## config.mk

```make
export PLATFORM = sky130hd
export DESIGN_NAME = mtc_cell
export DESIGN_NICKNAME = d
export VERILOG_FILES = /design/src/rtl/core/mtc_pkg.sv /design/src/rtl/core/mtc_cell.sv
export SDC_FILE = /design/constraint.sdc
export NUM_CORES = 1
export LEC_CHECK = 0
export BUFFER_PORTS_ARGS = -buffer_cell sky130_fd_sc_hd__buf_2
export CORE_AREA = 3 3 105 107
export DETAILED_ROUTE_END_ITERATION = 16
export DIE_AREA = 0 0 108 110
export MAX_ROUTING_LAYER = met4
export PLACE_DENSITY = 0.71
export SLEW_MARGIN = 15
export SYNTH_ARGS = -nofsm -noshare
export SYNTH_HDL_FRONTEND = slang
export SYNTH_SLANG_ARGS = --single-unit
```

## constraint.sdc

```tcl
create_clock -name clk -period 1.75 [get_ports clk]
set_clock_uncertainty 0.05 [all_clocks]
set_input_delay 0.0875 -clock clk [delete_from_list [all_inputs] [get_ports clk]]
set_output_delay 0.0875 -clock clk [all_outputs]
set_load 0.1 [all_outputs]
```

## src/rtl/core/mtc_pkg.sv

```systemverilog
`timescale 1ns / 1ps
// ----------------------------------------------------------------------------
// mtc_pkg
// Shared constants and types of the MRU tag cache directory.
// ----------------------------------------------------------------------------
package mtc_pkg;

    localparam int TAG_W         = 32;
    localparam int OUT_W         = 6;
    localparam int DEFAULT_SLOTS = 64;

    localparam logic [TAG_W-1:0] RESET_TAG = 32'h7fff_ffff;

    // Command codes carried in the input tuser.
    localparam logic CMD_ACCESS = 1'b0;
    localparam logic CMD_PROBE  = 1'b1;

    // Control for one cell of the recency chain.
    typedef struct packed {
        logic cmp_en;    // capture the compare result against the incoming key
        logic shift_en;  // take the entry of the left neighbor
    } cell_ctrl_t;

endpackage

```

## src/rtl/core/mtc_cell.sv

```systemverilog
`timescale 1ns / 1ps
// ----------------------------------------------------------------------------
// mtc_cell
// One recency position: holds a slot number and its key, compares the key
// against an incoming lookup and hands its entry to the right neighbor.
// ----------------------------------------------------------------------------
module mtc_cell #(
    parameter int NUM_SLOTS  = mtc_pkg::DEFAULT_SLOTS,
    parameter int SLOT_W     = 6,
    parameter int RESET_SLOT = 0
) (
    input  logic                     clk,
    input  logic                     rst_n,
    input  mtc_pkg::cell_ctrl_t      ctrl,
    input  logic [mtc_pkg::TAG_W-1:0] cmp_x,
    input  logic [mtc_pkg::TAG_W-1:0] cmp_z,
    input  logic [SLOT_W-1:0]        prev_slot,
    input  logic [mtc_pkg::TAG_W-1:0] prev_x,
    input  logic [mtc_pkg::TAG_W-1:0] prev_z,
    output logic [SLOT_W-1:0]        cur_slot,
    output logic [mtc_pkg::TAG_W-1:0] cur_x,
    output logic [mtc_pkg::TAG_W-1:0] cur_z,
    output logic                     match,
    output logic [NUM_SLOTS-1:0]     slot_hot
);
    import mtc_pkg::*;

    logic [SLOT_W-1:0] slot_reg;
    logic [TAG_W-1:0]  x_reg;
    logic [TAG_W-1:0]  z_reg;
    logic              match_reg;

    always_ff @(posedge clk or negedge rst_n)
    begin
        if (!rst_n)
        begin
            slot_reg <= SLOT_W'(RESET_SLOT);
            x_reg    <= RESET_TAG;
            z_reg    <= RESET_TAG;
        end
        else if (ctrl.shift_en)
        begin
            slot_reg <= prev_slot;
            x_reg    <= prev_x;
            z_reg    <= prev_z;
        end
    end

    always_ff @(posedge clk)
    begin
        if (ctrl.cmp_en)
        begin
            match_reg <= (x_reg == cmp_x) && (z_reg == cmp_z);
        end
    end

    // Matching slot as a one-hot vector indexed by slot number.
    always_comb
    begin
        slot_hot           = '0;
        slot_hot[slot_reg] = match_reg;
    end

    assign cur_slot = slot_reg;
    assign cur_x    = x_reg;
    assign cur_z    = z_reg;
    assign match    = match_reg;

endmodule

```

## Word level (Yosys, flattened, before mapping)

Index checks and enable logic that the tools add are counted.

| storage, ports and cells | value |
|---|---|
| register bits | 71 |
| latch bits | 0 |
| memory bits (writable) | 0 |
| bits in read-only memories | 0 |
| input bits | 138 |
| output and inout bits | 135 |
| word-level logic and storage cells | 13 |
| memories | 0 |

| operators by class | value |
|---|---|
| add/sub/neg operators | 0 |
| multipliers | 0 |
| div/mod/pow operators | 0 |
| magnitude comparators | 2 |
| eq/ne operators | 2 |
| shifts and indexed selects | 0 |
| muxes and demuxes | 2 |
| bitwise operators | 1 |
| reduce and logical (&&, ||, !) cells | 2 |

Operators by type and width:

| kind | count |
|---|---|
| 64-bit bitwise AND | 1 |
| 32-bit == test | 2 |
| 6-bit by 7-bit < comparator with 1-bit output, second input constant | 1 |
| 1-bit demux with 6-bit select | 1 |
| 6-bit by 1-bit >= comparator with 1-bit output, second input constant | 1 |
| 1-bit logical AND | 2 |
| 1-bit two-way mux | 1 |

## Depth between registers and ports, before layout

| depth | value |
|---|---|
| word-level depth | 5 |
| gate-level depth with buffers | 4 |
| depth with buffers taken out | 4 |

## Worst setup path after synthesis

Ideal clock, no wire load.

| timing path | value |
|---|---|
| path type | register -> output |
| from | register slot_reg[4] (netlist: cur_slot[4]) |
| to | output slot_hot[30] |
| arrival | 3.602 ns |
| data required time | 1.612 ns |
| setup slack | -1.990 ns |
| stages on the path, launching flop included | 4 |
| path through | dfrtp_1 -> clkbuf_1 -> nand3_1 -> nor3_1 |

| on the way | value |
|---|---|
| cells in the longest elaborated chain, start to end | 5 |
| elaborated cells on any way between the ends | 6 |
| classes of those cells | 2 x order compare; 2 x mux; 1 x bitwise; 1 x reduce/logical |

RTL lines:

| element | RTL line | RTL |
|---|---|---|
| start, declared | mtc_cell.sv:28 | `logic [SLOT_W-1:0] slot_reg;` |
| start signal, assigned | mtc_cell.sv:37 | `slot_reg <= SLOT_W'(RESET_SLOT);` |
| start signal, assigned | mtc_cell.sv:43 | `slot_reg <= prev_slot;` |
| 6-bit by 7-bit < comparator with 1-bit output (implied by the code) or 6-bit by 1-bit >= comparator with 1-bit output (tied branches) | mtc_cell.sv:61 | `slot_hot[slot_reg] = match_reg;` |
| 1-bit logical AND (implied by the code) | mtc_cell.sv:61 |  |
| 1-bit two-way mux (implied by the code) | mtc_cell.sv:61 |  |
| 1-bit demux with 6-bit select (*) | mtc_cell.sv:61 |  |
| 64-bit bitwise AND (no source line) (*) | n/a |  |
| end, declared | mtc_cell.sv:24 | `output logic [NUM_SLOTS-1:0] slot_hot` |

Every way passes the cells marked *; elsewhere a longest branch is shown, timed or not.

## Worst setup path in the final report

| timing path | value |
|---|---|
| from | register slot_reg[2] (netlist: cur_slot[2]) |
| to | output slot_hot[61] |

Same word-level chain as after synthesis.

==> run_results.csv <==
group,metric,value,unit
run_status,status,"finished with violations",
run_status,violations,"setup timing",
global_route,grt_max_degree,71,
floorplan,die_h,110,um
route,dr_total_vias,4275,
power_and_ir_drop,p_per_area,738,nW/um2
synth,ys_ff_latch,71,
clock_network,cts_max_level,3,
cells_and_area,areaGrowthSynthToFinish,121,%
synth,synth_cells,338,
placed_design,hpwl,10900,um
global_route,met3_usage,0.0483,
setup_path,startpoint_type,"register",
floorplan,die_w,108,um
clock_network,clock_sink_count,71,
global_route,grt_pass1_vias,4677,
hold_path,min_path_type,"primary input to register",
global_route,antenna_found_initial,0,
setup_path,critPathTopFamily,"buffers and inverters",
synth,synthArstFlopShare,0.986,
timing,max_freq,536,MHz
clock_network,insertion_delay,0.35,ns
timing,timing.final.crit_period,1.87,ns
setup_path,crit_arrival,1.73,ns
timing,setup_violations,60,
synth,synth_seq_area_share,0.485,
global_route,grt.total_usage,0.281,
synth,ys.flop_type,"dfstp_2",
route,viasPerCell,4.94,
clock_network,numCtsBuffers,9,
timing,worst_slack,-0.117,ns
clock_network,cts_root_buf,"clkbuf_8",
placed_design,gp_congestion,0.785,
timing,tightest_slew,0.527,ns
route,dr.pass1.iters,4,
timing,finalHoldViolCount,0,
synth,synth_top_area_frac,0.425,
clock_network,cts_tree,"done",
cells_and_area,final_layout_size_suffix_gt1_frac,0.779,
route,drt-total-wl,17100,um
setup_path,timing.critical_path.buf_inv,3,
global_route,grt_use_met2,0.524,
cells_and_area,nets,862,
synth,synth.most_common_cell,"mux2_2",
setup_path,critPathMaxStageDelay,0.48,ns
power_and_ir_drop,leakagePower,3.49,nW
synth,synth_area,3840,um2
placed_design,portBuffers,272,
floorplan,rows,37,
floorplan,start_util,0.375,
global_route,grt_overflow,0,
synth,ys_warn_count,0,
placed_design,dpl.cell_count,754,
clock_network,cts_buffer_depth,2,
synth,synthesis.nets,476,
clock_network,path_clk_slew,0.06,ns
synth,synth_common_cells,"70 x mux2_2, 65 x nor2_1, 64 x xor2_1",
route,wl_per_cell,19.7,um
timing,relSlewSlack,0.651,
synth,synth.avg_cell_area,11.3,um2
timing,fin_crit_sh,1.07,
global_route,met1_usage,0.290,
route,detail-route-antenna-nets,0,
synth,synthTopCellsByArea,"dfstp_2 42%, mux2_2 21%, xor2_1 15%",
route,drc,0,
setup_path,crit_path_frequent_cell,"buf_12",
global_route,grt.busiest_layer,"met2",
setup_path,crit_chain,"nor2b_4 -> buf_4 -> nand3_2 -> buf_12 -> nor2_4 -> buf_12",
power_and_ir_drop,ir_drop,0.000573,V
cells_and_area,diodes,0,
setup_path,required,1.61,ns
setup_path,slowest_stage,"dfrtp_2",
placed_design,dp_slack,-0.0686,ns
synth,yosysTopAreaCell,"dfstp_2",
route,drt_iter0_drc,157,
timing,finalMaxSlewViolations,0,
global_route,grt_pass1_wl,24700,um
cells_and_area,layoutNonFillerInstCount,865,
synth,synth_edf_count,1,
setup_path,endpoint_kind,"output port",
synth,ys_types,19,
setup_path,critical_path_class,"register to output port",
cells_and_area,final_util,0.828,
power_and_ir_drop,p_total,6.25,mW
setup_path,critPathMaxFanout,7,
timing,rsz0062_at_grt,"yes",
floorplan,dieArea,11900,um2
floorplan,core,10200,um2
run,cap_violations,0,
floorplan,top_level_ports,273,
[repair_timing]
action	CTS	global route
hold buffers	72	0
pin swaps	24	27
endpoints found under the hold margin	98	0
resized for setup	43	24
setup endpoints to repair	65	65
buffers inserted	20	5
[cell usage in the layout, fill, tap and decap left out, types with 4 or more instances in the layout]
cell type / instances
dfrtp_2: 6
nand3b_1: 4
buf_4: 25
nor2b_4: 4
nand2_2: 5
nor4_1: 6
nand4_1: 5
xor2_1: 64
dlygate4sd3_1: 72
buf_2: 208
clkbuf_1: 4
buf_6: 9
clkbuf_8: 12
buf_12: 71
dfstp_4: 30
nand3_2: 4
nor2_4: 63
dfstp_2: 32
nor4_2: 11
mux2_2: 70
[worst paths after layout]
kind	start	endpoint	slack (ns)	cells past startpoint
worst max-delay path	cur_slot[2]	slot_hot[61]	-0.12	6
worst min-delay path	cmp_z[22]	match	0.29	5
worst max register to register	cur_z[16]	match	0.03	4
worst min register to register	cur_z[31]	cur_z[31]	0.50	1
max in group asynchronous	rst_n	cur_z[15]	1.00	3
min in group asynchronous	rst_n	cur_slot[0]	0.30	3
[routing by layer]
layer	wire length (um)	vias to the layer above
met5	0	-
met4	682	0
met3	1140	53
met2	9310	224
met1	5920	2069
li1	-	1929
[where the power goes]
group / switching, mW / leakage [nW] / total, mW / internal (mW)
logic: 2.03 / 2.64 / 2.86 / 0.827
clock network: 0.590 / 0.0910 / 1.22 / 0.635
registers: 0.190 / 0.760 / 2.16 / 1.97
total: 2.81 / 3.49 / 6.25 / 3.43
[layout make-up]
| cell class | count | area, um2 |
|---|---|---|
| Clock buffer | 16 | 180 |
| Fill cell | 502 | 1760 |
| Timing Repair Buffer | 388 | 3520 |
| Tap cell | 136 | 170 |
| Multi-Input combinational cell | 254 | 2610 |
| Sequential cell | 71 | 1990 |
[worst min-delay path, stage by stage]
cell	delay, ns
buf_2	0.08
xor2_1	0.12
nor4_1	0.06
nand4_1	0.13
nor4_2	0.04
[metrics by stage]
step	setup TNS (ns)	hold slack [ns]	cell area [um2]
final	-4.06	0.292	8470
after floorplan	-32.27	-0.258	4510
after detailed placement	-0.0686	0.0927	7110
after CTS	-2.49	0.244	8320
after global routing	-8.25	0.294	8470
after global placement	-0.0892	0.0882	7110
[cells by family after synthesis]
logic type                Yosys count  synth area share
xor gates and xnor gates           64             0.146
and+or+nand+nor                   120             0.148
muxes                              70             0.205
DFF                                71             0.485
buffers and inverters              13            0.0157
(Power assumes the default switching activity.)
